**src/design/pols_pkg.sv**
```systemverilog
// pols_pkg: shared types and constants for the Python outline line scanner.
// No dependencies.
package pols_pkg;

	typedef struct packed {
		logic [15:0] ch;
		logic        line_end;
	} pols_in_t;

	typedef struct packed {
		logic [20:0] line_number;
		logic        is_heading;
		logic        heading_kind;
		logic [3:0]  nest_level;
		logic [11:0] name_col;
		logic [11:0] name_len;
		logic        name_missing;
		logic        continues;
	} pols_out_t;

	// indent stack depth and line length limit; result field widths are sized for them
	localparam int MAX_NEST = 10;
	localparam int MAX_LINE = 4096;
	localparam logic [11:0] COL_MAX = 12'(MAX_LINE - 1);

	localparam logic [1:0] MODE_NORMAL   = 2'd0;
	localparam logic [1:0] MODE_STRING   = 2'd1;
	localparam logic [1:0] MODE_CONTINUE = 2'd2;

	localparam logic [1:0] PH_INDENT = 2'd0;
	localparam logic [1:0] PH_BODY   = 2'd1;
	localparam logic [1:0] PH_SKIP   = 2'd2;

	localparam logic [2:0] HD_NONE  = 3'd0;
	localparam logic [2:0] HD_START = 3'd1;
	localparam logic [2:0] HD_KW    = 3'd2;
	localparam logic [2:0] HD_SEP   = 3'd3;
	localparam logic [2:0] HD_AFTER = 3'd4;
	localparam logic [2:0] HD_WS    = 3'd5;
	localparam logic [2:0] HD_WORD  = 3'd6;
	localparam logic [2:0] HD_DONE  = 3'd7;

	localparam logic [0:0] REG_EXT_EOL = 1'b0;

	function automatic logic is_delim(input logic [15:0] c, input logic ext);
		return (c == 16'h000D) || (c == 16'h000A) ||
			(ext && ((c == 16'h0085) || (c == 16'h2028) || (c == 16'h2029)));
	endfunction

	function automatic logic is_word(input logic [15:0] c);
		return (c == 16'h005F) || (c >= 16'h0061 && c <= 16'h007A) ||
			(c >= 16'h0041 && c <= 16'h005A) || (c >= 16'h0030 && c <= 16'h0039);
	endfunction

	function automatic logic [15:0] kw_char(input logic kind, input logic [2:0] pos);
		logic [15:0] r;
		r = 16'h0;
		if (kind) begin
			case (pos)
				3'd0: r = 16'h0063;
				3'd1: r = 16'h006C;
				3'd2: r = 16'h0061;
				3'd3, 3'd4: r = 16'h0073;
				default: r = 16'h0;
			endcase
		end else begin
			case (pos)
				3'd0: r = 16'h0064;
				3'd1: r = 16'h0065;
				3'd2: r = 16'h0066;
				default: r = 16'h0;
			endcase
		end
		return r;
	endfunction

endpackage

```
**src/design/python_outline_line_scanner.sv**
```systemverilog
// python_outline_line_scanner: top level of the Python outline line scanner.
// Depends on pols_pkg and pols_judge.
//
//  channel | signals                        | payload
//  in      | in_valid, in_stall (out)       | pols_in_t  {ch, line_end}
//  out     | out_valid, out_stall (in)      | pols_out_t (one per line)
//  cfg     | APB psel/penable/pwrite/paddr  | extended_eol_enable at 0x0
//
// A unit that is not a line end is accepted whenever in_stall is low. At
// a line end the judge drains the lookahead buffer, one unit a cycle, and
// then picks the next step; for a heading line the indent stack is then
// searched one entry a cycle, and the result is loaded into the output
// register. in_stall is high during the drain, the search, the emit step
// and while the output register is full.
// Reset clears all control state and indent stack entry zero.
module python_outline_line_scanner import pols_pkg::*; (
	input  logic        clk,
	input  logic        arst_n,
	input  logic        in_valid,
	output logic        in_stall,
	input  pols_in_t    in_data,
	output logic        out_valid,
	input  logic        out_stall,
	output pols_out_t   out_data,
	input  logic        psel,
	input  logic        penable,
	input  logic        pwrite,
	input  logic [2:0]  paddr,
	input  logic [31:0] pwdata,
	output logic [31:0] prdata,
	output logic        pready
);
	localparam int NW = (MAX_NEST > 1) ? $clog2(MAX_NEST) : 1;
	localparam logic [NW-1:0] TOP_IDX = NW'(MAX_NEST - 1);

	typedef enum logic [3:0] {
		ST_RUN   = 4'b0001,
		ST_DRAIN = 4'b0010,
		ST_SRCH  = 4'b0100,
		ST_EMIT  = 4'b1000
	} st_t;

	st_t st_q;
	logic ext_q;
	logic [1:0] mode_q, phase_q, look_q, skip_q;
	logic quote_q, raw_q, long_q, prev_valid_q, scan_q;
	logic [15:0] prev_q;
	logic [15:0] buf_q [3];
	logic [11:0] indent_stack_q [MAX_NEST];
	logic [NW-1:0] top_q, idx_q;
	logic [11:0] col_q, indw_q, ncol_q, nlen_q;
	logic [20:0] line_q;
	logic [2:0] hd_q, hpos_q;
	logic hkind_q;
	logic heading_q;

	// config port
	assign pready = 1'b1;
	assign prdata = {31'd0, ext_q};
	wire cfg_wr = psel && penable && pwrite && (paddr[2] == REG_EXT_EOL);

	wire acc = in_valid && !in_stall;
	assign in_stall = (st_q != ST_RUN) || out_valid;

	// lookahead judge, shared by streaming and drain; while streaming the
	// newest lookahead unit is the one arriving this cycle
	logic [1:0] jr;
	logic [1:0] j_mode, j_skip;
	logic j_quote, j_raw, j_long, j_scan;
	wire [15:0] j_n2 = (st_q == ST_RUN) ? in_data.ch : buf_q[2];
	pols_judge u_judge (
		.c(buf_q[0]), .n1(buf_q[1]), .n2(j_n2), .r(jr), .ext(ext_q),
		.mode(mode_q), .quote(quote_q), .raw(raw_q), .long_s(long_q),
		.skip(skip_q), .prev_valid(prev_valid_q), .prev_unit(prev_q),
		.scan_on(scan_q), .mode_n(j_mode), .quote_n(j_quote), .raw_n(j_raw),
		.long_n(j_long), .skip_n(j_skip), .scan_n(j_scan)
	);

	// per-unit front end (indent, heading, buffering)
	logic [1:0] ph_n;
	logic scan_f, hd_start;
	logic [2:0] hd_n, hpos_n;
	logic hkind_n;
	logic [11:0] indw_n, ncol_n, nlen_n, tabw;
	logic [15:0] ch;
	logic sp;

	always_comb begin
		ch = in_data.ch;
		ph_n = phase_q;
		scan_f = scan_q;
		indw_n = indw_q;
		hd_start = 1'b0;
		tabw = (indw_q + 12'd8) & ~12'd7;
		if (phase_q == PH_INDENT) begin
			if (ch == 16'h0020) begin
				if (indw_q < COL_MAX) indw_n = indw_q + 12'd1;
			end else if (ch == 16'h0009) begin
				indw_n = ((indw_q + 12'd8 < indw_q) || tabw > COL_MAX) ? COL_MAX : tabw;
			end else if (is_delim(ch, ext_q) || ch == 16'h0 || ch == 16'h0023) begin
				ph_n = PH_SKIP;
			end else begin
				ph_n = PH_BODY;
				scan_f = 1'b1;
				hd_start = 1'b1;
			end
		end
		hd_n = hd_start ? HD_START : hd_q;
		hpos_n = hpos_q;
		hkind_n = hkind_q;
		ncol_n = ncol_q;
		nlen_n = nlen_q;
		sp = ch == 16'h0020 || ch == 16'h0009;
		if (ph_n == PH_BODY) begin
			case (hd_n)
				HD_START: begin
					if (ch == 16'h0064) begin
						hkind_n = 1'b0; hpos_n = 3'd1; hd_n = HD_KW;
					end else if (ch == 16'h0063) begin
						hkind_n = 1'b1; hpos_n = 3'd1; hd_n = HD_KW;
					end else hd_n = HD_NONE;
				end
				HD_KW: begin
					if (ch != kw_char(hkind_q, hpos_q)) begin
						hd_n = HD_NONE;
					end else begin
						hpos_n = hpos_q + 3'd1;
						if (hpos_n == (hkind_q ? 3'd5 : 3'd3)) hd_n = HD_SEP;
					end
				end
				HD_SEP: hd_n = sp ? HD_AFTER : HD_NONE;
				HD_AFTER, HD_WS: begin
					if (sp || is_delim(ch, ext_q)) hd_n = HD_WS;
					else if (is_word(ch)) begin
						ncol_n = col_q; nlen_n = 12'd1; hd_n = HD_WORD;
					end else begin
						ncol_n = col_q; nlen_n = 12'd0; hd_n = HD_DONE;
					end
				end
				HD_WORD: begin
					if (is_word(ch)) begin
						if (nlen_q < COL_MAX) nlen_n = nlen_q + 12'd1;
					end else hd_n = HD_DONE;
				end
				default: ;
			endcase
		end
		jr = (st_q == ST_DRAIN) ? look_q - 2'd1 : 2'd3;
	end

	// buffer full on a unit that is not a line end: judge the oldest unit
	wire run_judge = scan_f && look_q == 2'd2 && !in_data.line_end;
	wire is_hd = hd_q == HD_WS || hd_q == HD_WORD || hd_q == HD_DONE;
	wire [11:0] cur = indent_stack_q[idx_q];

	always_ff @(posedge clk or negedge arst_n) begin
		if (!arst_n) begin
			st_q <= ST_RUN;
			ext_q <= 1'b0;
			mode_q <= MODE_NORMAL;
			quote_q <= 1'b0; raw_q <= 1'b0; long_q <= 1'b0;
			phase_q <= PH_INDENT;
			look_q <= 2'd0; skip_q <= 2'd0;
			prev_valid_q <= 1'b0; prev_q <= 16'd0; scan_q <= 1'b0;
			buf_q[0] <= 16'd0; buf_q[1] <= 16'd0; buf_q[2] <= 16'd0;
			indent_stack_q[0] <= 12'd0;
			top_q <= '0; idx_q <= '0;
			col_q <= 12'd0; indw_q <= 12'd0; ncol_q <= 12'd0; nlen_q <= 12'd0;
			line_q <= 21'd0;
			hd_q <= HD_NONE; hpos_q <= 3'd0; hkind_q <= 1'b0;
			heading_q <= 1'b0;
			out_valid <= 1'b0;
		end else begin
			if (cfg_wr) ext_q <= pwdata[0];
			if (out_valid && !out_stall) out_valid <= 1'b0;
			unique case (st_q)
				ST_RUN: if (acc) begin
					phase_q <= ph_n; indw_q <= indw_n;
					hd_q <= hd_n; hpos_q <= hpos_n; hkind_q <= hkind_n;
					ncol_q <= ncol_n; nlen_q <= nlen_n;
					if (col_q < COL_MAX) col_q <= col_q + 12'd1;
					scan_q <= run_judge ? j_scan : scan_f;
					if (scan_f) begin
						if (run_judge) begin
							// judge oldest, shift in new unit
							mode_q <= j_mode; quote_q <= j_quote; raw_q <= j_raw;
							long_q <= j_long; skip_q <= j_skip;
							prev_q <= buf_q[0]; prev_valid_q <= 1'b1;
							buf_q[0] <= buf_q[1]; buf_q[1] <= ch; buf_q[2] <= 16'd0;
						end else begin
							buf_q[look_q] <= ch;
							look_q <= look_q + 2'd1;
						end
					end else begin
						prev_q <= ch; prev_valid_q <= 1'b1;
					end
					if (in_data.line_end) st_q <= ST_DRAIN;
				end
				ST_DRAIN: begin
					if (scan_q && look_q != 2'd0) begin
						mode_q <= j_mode; quote_q <= j_quote; raw_q <= j_raw;
						long_q <= j_long; skip_q <= j_skip; scan_q <= j_scan;
						prev_q <= buf_q[0]; prev_valid_q <= 1'b1;
						buf_q[0] <= buf_q[1]; buf_q[1] <= buf_q[2]; buf_q[2] <= 16'd0;
						look_q <= look_q - 2'd1;
					end else begin
						heading_q <= is_hd;
						idx_q <= (32'(top_q) < MAX_NEST) ? top_q : TOP_IDX;
						st_q <= is_hd ? ST_SRCH : ST_EMIT;
						if (hd_q == HD_WS) begin
							ncol_q <= col_q; nlen_q <= 12'd0;
						end
					end
				end
				ST_SRCH: begin
					// one stack entry per cycle, from the top down
					if (indw_q == cur) begin
						top_q <= idx_q; st_q <= ST_EMIT;
					end else if (indw_q > cur && idx_q != TOP_IDX) begin
						top_q <= idx_q + NW'(1);
						indent_stack_q[idx_q + NW'(1)] <= indw_q;
						st_q <= ST_EMIT;
					end else if (idx_q == '0) begin
						st_q <= ST_EMIT;
					end else begin
						idx_q <= idx_q - NW'(1);
					end
				end
				ST_EMIT: if (!out_valid) begin
					out_valid <= 1'b1;
					out_data.line_number <= line_q + 21'd1;
					out_data.is_heading <= heading_q;
					out_data.heading_kind <= heading_q & hkind_q;
					out_data.nest_level <= heading_q ? 4'(top_q) : 4'd0;
					out_data.name_col <= heading_q ? ncol_q : 12'd0;
					out_data.name_len <= heading_q ? nlen_q : 12'd0;
					out_data.name_missing <= heading_q && nlen_q == 12'd0;
					out_data.continues <= mode_q != MODE_NORMAL;
					line_q <= line_q + 21'd1;
					// start the next line
					if (mode_q == MODE_CONTINUE) mode_q <= MODE_NORMAL;
					phase_q <= (mode_q == MODE_NORMAL) ? PH_INDENT : PH_BODY;
					scan_q <= mode_q != MODE_NORMAL;
					col_q <= 12'd0; indw_q <= 12'd0; look_q <= 2'd0;
					buf_q[0] <= 16'd0; buf_q[1] <= 16'd0; buf_q[2] <= 16'd0;
					prev_q <= 16'd0; prev_valid_q <= 1'b0; skip_q <= 2'd0;
					hd_q <= HD_NONE; hkind_q <= 1'b0; hpos_q <= 3'd0;
					ncol_q <= 12'd0; nlen_q <= 12'd0;
					st_q <= ST_RUN;
				end
				default: st_q <= ST_RUN;
			endcase
		end
	end
endmodule

```
**src/design/pols_judge.sv**
```systemverilog
// pols_judge: lexical judge for one buffered code unit with two of lookahead.
// Depends on pols_pkg.
module pols_judge import pols_pkg::*; (
	input  logic [15:0] c,
	input  logic [15:0] n1,
	input  logic [15:0] n2,
	input  logic [1:0]  r,
	input  logic        ext,
	input  logic [1:0]  mode,
	input  logic        quote,
	input  logic        raw,
	input  logic        long_s,
	input  logic [1:0]  skip,
	input  logic        prev_valid,
	input  logic [15:0] prev_unit,
	input  logic        scan_on,
	output logic [1:0]  mode_n,
	output logic        quote_n,
	output logic        raw_n,
	output logic        long_n,
	output logic [1:0]  skip_n,
	output logic        scan_n
);
	logic [15:0] q;

	always_comb begin
		mode_n  = mode;
		quote_n = quote;
		raw_n   = raw;
		long_n  = long_s;
		skip_n  = skip;
		scan_n  = scan_on;
		q = quote ? 16'h0027 : 16'h0022;
		if (skip != 2'd0) begin
			skip_n = skip - 2'd1;
		end else if (c >= 16'hD800 && c <= 16'hDBFF && r >= 2'd1 &&
				n1 >= 16'hDC00 && n1 <= 16'hDFFF) begin
			skip_n = 2'd1;
		end else if (mode == MODE_STRING) begin
			if (c == 16'h005C && r >= 2'd1) begin
				if (!raw && (n1 == 16'h005C || n1 == 16'h0022 || n1 == 16'h0027)) begin
					skip_n = 2'd1;
				end else if (is_delim(n1, ext)) begin
					if (r < 2'd2 || n2 == n1) skip_n = 2'd1;
					else if (n2 == 16'h000A) skip_n = 2'd2;
				end
			end else if (is_delim(c, ext)) begin
				if (!long_s) mode_n = MODE_NORMAL;
			end else if (c == q) begin
				if (!long_s) begin
					mode_n = MODE_NORMAL;
				end else if (r >= 2'd2 && n1 == q && n2 == q) begin
					mode_n = MODE_NORMAL;
					skip_n = 2'd2;
				end
			end
		end else begin
			if (c == 16'h0023) begin
				mode_n = MODE_NORMAL;
				scan_n = 1'b0;
			end else if (c == 16'h0022 || c == 16'h0027) begin
				mode_n  = MODE_STRING;
				quote_n = (c == 16'h0027);
				raw_n   = prev_valid && (prev_unit == 16'h0072 || prev_unit == 16'h0052);
				if (r >= 2'd2 && n1 == c && n2 == c) begin
					long_n = 1'b1;
					skip_n = 2'd2;
				end else begin
					long_n = 1'b0;
				end
			end else if (c == 16'h005C) begin
				if ((r == 2'd2 && n1 == 16'h000D && n2 == 16'h000A) ||
						(r == 2'd1 && is_delim(n1, ext))) begin
					mode_n = MODE_CONTINUE;
					scan_n = 1'b0;
				end
			end
		end
	end
endmodule

```
**config.mk**
```make
export PLATFORM = sky130hd
export DESIGN_NAME = python_outline_line_scanner
export DESIGN_NICKNAME = d
export VERILOG_FILES = /design/src/design/pols_pkg.sv /design/src/design/python_outline_line_scanner.sv /design/src/design/pols_judge.sv
export SDC_FILE = /design/constraint.sdc
export NUM_CORES = 1
export LEC_CHECK = 0
export BUFFER_PORTS_ARGS = -buffer_cell sky130_fd_sc_hd__buf_2
export CAP_MARGIN = 20
export CORE_ASPECT_RATIO = 1.4
export CORE_MARGIN = 2
export CORE_UTILIZATION = 50
export DETAILED_ROUTE_END_ITERATION = 7
export GPL_TIMING_DRIVEN = 0
export PLACE_DENSITY_LB_ADDON = 0.2
export SETUP_SLACK_MARGIN = 0.5
export SKIP_LAST_GASP = 1
export SLEW_MARGIN = 20
export SYNTH_ARGS = -nofsm -noshare
export SYNTH_HDL_FRONTEND = slang
export SYNTH_SLANG_ARGS = --single-unit
```
**constraint.sdc**
```tcl
create_clock -name clk -period 15.55 [get_ports clk]
set_input_delay 1.555 -clock clk [delete_from_list [all_inputs] [get_ports clk]]
set_output_delay 1.555 -clock clk [all_outputs]
set_load 0.02 [all_outputs]
```
[Yosys cells after proc, flatten, opt, wreduce, memory -nomap -nowiden]
Cells that the tools add are included.
Word-level totals
  bits in registers: 341
  output and inout bits: 88
  logic and storage cells: 504
  input bits: 59
Operators by class
  muxes and demuxes: 216
  reduce and logical (&&, ||, !) cells: 103
  add/sub/neg operators: 11
  equality and inequality tests: 96
  $lt $le $gt $ge: 25
  bitwise gates (word level): 8
Operator list (count)
  $mux W12: 25
  $mux W48: 5
  $mux W16: 10
  $pmux W48 S3: 1
  $eq A16 B4 Y1 const B: 8
  $bwmux W120: 1
  $eq A16 B6 Y1 const B: 7
  $eq A16 B7 Y1 const B: 7
  $mux W2: 53
  $eq A16 B14 Y1 const B: 6
  $eq A16 B16 Y1: 6
  $pmux W12 S2: 3
  $pmux W12 S3: 2
  $mux W1: 63
  $mux W4: 15
  $bmux W12 S4: 1
  $bwmux W48: 1
  $demux W12 S4: 1
  $eq A16 B8 Y1 const B: 3
  $pmux W16 S3: 1
  $mux W3: 15
  $add A12 B1 Y12 const B: 3
  $lt A12 B12 Y1 const B: 3
  $demux W16 S2: 1
  76 further kinds: 218

[Logic depth before layout (Yosys ltp)]
  depth in word-level cells: 21
  depth in mapped cells: 16
  gate-level depth less buffers: 13

[Hierarchy]
Synthesis repeated with hierarchy kept, for this count alone.
Second synthesis, totals
  cell total of the unflattened synthesis: 1708
  area, all modules: 18236.2 um^2
Modules (own cells, without submodules)
  python_outline_line_scanner: cells each 1510, instances 1, seq. area each 9340.2 um^2, area each 16931.2 um^2
  pols_judge: cells each 198, instances 1, seq. area each 0.0 um^2, area each 1305.0 um^2

[Least setup slack after synthesis]
Ideal clock, no wire load.
  kind: register to register
  start point: reg idx_q[0]
  end point: reg indent_stack_q[0] (netlist name), enable pin
  cell stages (with the launch flop): 15
  required time: 15138 ps
  path slack: 10555 ps
  clock period less this slack: 4995 ps
  setup time: 412 ps
  path buffers: 3
  arrival time: 4583 ps
  cells stage by stage: dfrtp_1 > clkbuf_1 > buf_1 > clkbuf_1 > mux2_2 > a22oi_1 > a2bb2oi_1 > ha_1 > a21o_1 > a21o_1 > a21oi_1 > or2_2 > a31oi_1 > nand3_1 > nor4_1
On the way
  word-level cells in the longest chain between the ends: 7
  elaborated cells between the ends (all ways): 10
  those cells by class: order compare (1); eq/ne (2); mux (3); bitwise (2); reduce/logical (2)
Ends and longest elaborated chain
  from (decl): line python_outline_line_scanner.sv:50  | logic [NW-1:0] top_q, idx_q;
  from (signal assigned): line python_outline_line_scanner.sv:208  | idx_q <= (32'(top_q) < MAX_NEST) ? top_q : TOP_IDX;
  from (signal assigned): line python_outline_line_scanner.sv:226  | idx_q <= idx_q - NW'(1);
  $not A4 Y5 (implied by the code): line python_outline_line_scanner.sv:154  | wire [11:0] cur = indent_stack_q[idx_q];
  $bmux W12 S4: line python_outline_line_scanner.sv:154
  $mux W12 (implied by the code) (2 in series): line python_outline_line_scanner.sv:154
  $gt A12 B12 Y1 / $eq A12 B12 Y1 (equally long branches): line python_outline_line_scanner.sv:219, python_outline_line_scanner.sv:217
  $logic_and A1 B1 Y1 / $not A1 Y1 (equally long branches)
  $reduce_and A4 Y1 (no line) *
  to (signal, indexed assignment): line python_outline_line_scanner.sv:221  | indent_stack_q[idx_q + NW'(1)] <= indw_q;
  to (decl): line python_outline_line_scanner.sv:49  | logic [11:0] indent_stack_q [MAX_NEST];
Every way passes the cells marked *; elsewhere a longest branch is shown, timed or not. The select of a mux whose other input is x is not followed.
A chain may end at the register's enable or synchronous reset.

[Final worst setup path]
  start point: reg idx_q[0]
  end point: reg indent_stack_q[112] (netlist name)
On the way
  word-level cells in the longest chain between the ends: 7
  elaborated cells between the ends (all ways): 18
  those cells by class: add/sub (1); order compare (3); eq/ne (2); mux (6); bitwise (3); reduce/logical (3)
Ends and longest elaborated chain
  $not A4 Y5 (implied by the code) / $add A4 B1 Y4 (equally long branches): line python_outline_line_scanner.sv:154, python_outline_line_scanner.sv:221
  $bmux W12 S4 / $not A4 Y5 (equally long branches): line python_outline_line_scanner.sv:154, python_outline_line_scanner.sv:221
  $mux W12 (implied by the code), or another cell as far along: line python_outline_line_scanner.sv:154
  $mux W12 (implied by the code) / $logic_and A1 B1 Y1 (equally long branches): line python_outline_line_scanner.sv:154, python_outline_line_scanner.sv:221
  $gt A12 B12 Y1, or another cell as far along: line python_outline_line_scanner.sv:219  | end else if (indw_q > cur && idx_q != TOP_IDX) begin
  $logic_and A1 B1 Y1, or another cell as far along: line python_outline_line_scanner.sv:219
  $reduce_and A3 Y1 (no line) / $bwmux W120 (equally long branches)
Parallel ways exist; a longest one is shown, timed or not. The select of a mux whose other input is x is not followed.

==> results.cfg <==
[outcome]
status = complete, no violations

[clock_network]
cts_buffers = 35
tritoncts = done
h-tree-depth = 2
cts-root-buf = clkbuf_16
clk_latency_ns = 0.54
cts_resized = 0
clock_sinks = 340
clk_pin_slew_worst_paths_ns = 0.06
cts_buffer_depth = 3
postCtsHoldBufs = 0
post_cts_buffers = 0

[min_path]
min_from = prev_q[4]$_DFFE_PN0P_
hold_path_depth = 2
worst_hold_path_type = register to register

[yosys]
avgSynthCellArea_sq_um = 10.6
yosysSeqAreaShare_pct = 50.3
yosysWarnings = 0
synth_ff_type = dfrtp_1
synth-edff-count = 161
synth_top_area_share_pct = 26.1
yosysUniqueCellTypes = 95
synth.area.top_cells = edfxtp_1 26%, dfrtp_1 24%, mux4_2 2.9%
synth-seq-cells = 340
async_flop_share_pct = 52.6
synth_top_area_cell = edfxtp_1
syn_inst = 1747
syn_area_sq_um = 18500

[setup_path]
cp_max_fo = 10
start_kind = register
cp.arrival_ns = 6.06
worstPathRequired_ns = 15.97
worstRegToRegCells = 16
r2r_start = idx_q[0]$_DFFE_PN0P_
crit_start = idx_q[0]$_DFFE_PN0P_
end_kind = register
path_class = register to register

[power]
p_per_area_nw_per_um2 = 182
p_switching_mw = 1.58
pwr-share-clk_pct = 23.4
seq_power_share_pct = 33.9
p_leak_nw = 8.16
power.internal_mw = 2.23
ir_drop_mv = 0.121
comb_power_share_pct = 42.7
swShare_pct = 41.5

[drt]
wire_per_inst_um = 22.9
vias = 14600
ant_nets = 0
drt-total-wl_um = 54700
vias_per_cell = 6.14
dr.pass1.iters = 6
route.detailed.drc = 0
drt-initial-drc-count = 1434

[timing]
rsz0062_at_grt = false
whs_ns = 0.471
tns_ns = 0
worst_pin_slew_ns = 1.03
hold_violations = 0
min_period_over_period_pct = 36.3
max_slew_margin_pct = 30.3
setup_viol = 0
max_freq_mhz = 177
period_needed_ns = 5.64
slew_violations = 0
fin_skew_ns = 0.0180

[floorplan]
core-area_sq_um = 36600
num_io_pins = 147
fp.dieH_um = 232
die_area_sq_um = 38600
initial_core_util_pct = 50.6
die_x_um = 167
core.rowCount = 83

[grt]
grt_pass1_vias = 14500
overflow = 0
grt_first_pass_wirelength_um = 83800
antenna_found_initial = 0
grt_max_degree = 90
track_usage_pct = 28.0

[cells_and_area]
drive_gt1_share_pct = 14.0
finalNetCount = 1985
num_antenna_cells = 0
syn_to_final_growth_pct = 12.9

[place]
port-buffer-count = 72
gp_congestion = 1.01
place.detailed.hpwl_um = 39700

[flow_run]
drv_cap = 0
final cells by class:
| cell class | count | area, sq um |
|---|---|---|
| fill | 3166 | 15700 |
| sequential | 340 | 9320 |
| multi-input combinational | 1204 | 8310 |
| clock buffer | 46 | 970 |
| buffer | 159 | 752 |
| tap | 467 | 584 |
| timing repair buffer | 76 | 442 |
| inverter | 74 | 278 |
| clock inverter | 18 | 245 |
registers in the layout, indices dropped and copies added (netlist names), 4 cells and up:
| signal | flops |
|---|---|
| out_data | 53 |
| nlen_q | 12 |
| line_q | 21 |
| st_q | 4 |
| prev_q | 15 |
| indent_stack_q | 120 |
| ncol_q | 12 |
| idx_q | 4 |
| buf_q | 48 |
| col_q | 12 |
| top_q | 4 |
| indw_q | 12 |
cell usage in the layout, fill, tap and decap left out, drive strengths merged, types with 20 or more instances in the layout:
| cell | Yosys | final |
|---|---|---|
| edfxtp | 161 | 161 |
| ha | 36 | 36 |
| xor2 | 35 | 35 |
| nor4 | 23 | 23 |
| inv | 73 | 76 |
| mux2 | 30 | 30 |
| mux4 | 24 | 24 |
| a21oi | 86 | 86 |
| nor2b | 20 | 20 |
| nor3 | 27 | 27 |
| a22oi | 43 | 43 |
| dfrtp | 178 | 178 |
| o21ai | 89 | 89 |
| nand3 | 47 | 47 |
| nand2 | 119 | 119 |
| mux2i | 28 | 28 |
| and2 | 50 | 50 |
| buf | 60 | 136 |
| nor2 | 126 | 126 |
| nand4 | 26 | 26 |
| conb | 2 | 32 |
| xnor2 | 58 | 58 |
| and3 | 24 | 24 |
| a31oi | 23 | 23 |
| clkbuf | 99 | 145 |
power by group through the flow:
stage | Sequential [mW] | Clock, mW | Combinational, mW
finish | 1.29 | 0.893 | 1.63
global route | 1.31 | 0.942 | 1.76
CTS | 1.29 | 0.905 | 1.60
detailed placement | 1.30 | 0 | 1.59
global placement | 1.30 | 0 | 1.55
floorplan | 1.24 | 0 | 1.13
per-layer routing:
metal	up-vias	wire, um	GRT usage [%]
li1	6672	-	-
met1	7135	20300	31.9
met2	630	28000	50.7
met3	208	2920	3.53
met4	0	3460	15.9
met5	-	0	0
worst paths after layout:
path                                              endpoint  slack, ns
max in group asynchronous            col_q[10]$_DFFE_PN0P_      13.57
max reg2reg                indent_stack_q[112]$_DFFE_PN0P_       9.91
min in group asynchronous            nlen_q[4]$_DFFE_PN0P_       0.88
max                        indent_stack_q[112]$_DFFE_PN0P_       9.91
min reg2reg                          prev_q[4]$_DFFE_PN0P_       0.47
min                                  prev_q[4]$_DFFE_PN0P_       0.47
synth_stat cells (all sizes together) (26+ instances only):
library cell,count
o21ai,89
mux2i,28
xor2,35
nor2,126
clkbuf,99
nor3,27
nand3,47
mux2,30
edfxtp,161
dfrtp,178
nand2,119
buf,60
a21oi,86
and2,50
nand4,26
a22oi,43
xnor2,58
inv,73
ha,36
critical path: stages, from the launching register on:
cell	delay [ns]
dfrtp_1	0.46
clkbuf_1	0.28
buf_1	0.66
clkbuf_1	0.68
mux2_2	0.42
a22oi_1	0.24
a2bb2oi_1	0.19
ha_1	0.27
nor2b_1	0.14
o21a_1	0.16
o21a_1	0.17
o21ai_0	0.18
a31oi_1	0.26
and2_1	0.26
nand3_1	0.18
buf_1	0.54
mux2_2	0.41
through the flow:
stage / instances / total power, mW / worst slack (ns) / cell area (sq um) / util, %
floorplan: 1777 / 2.38 / 10.55 / 18600 / -
finish: 2384 / 3.81 / 9.91 / 20900 / 57.2
global placement: 2316 / 2.85 / 7.77 / 19600 / 53.5
CTS: 2383 / 3.79 / 9.60 / 20900 / 57.1
detailed placement: 2319 / 2.89 / 9.64 / 19700 / 53.8
global route: 2384 / 4.01 / 9.45 / 20900 / 57.2
cell families (layout without fill, tap and decap cells):
group                      count (synthesis)  in the layout  share of synthesized area (%)
xor gates and xnor gates                  93             93                           4.40
buffers and inverters                    233            373                           5.56
DFF                                      340            340                           50.3
and+or+nand+nor                          546            546                           15.6
AOI/OAI and AO/OA                        415            415                           15.4
other                                      2             32                         0.0406
adders and majority gates                 36             36                           2.43
muxes                                     82             82                           6.26
Power figures use the tool's default switching activity.
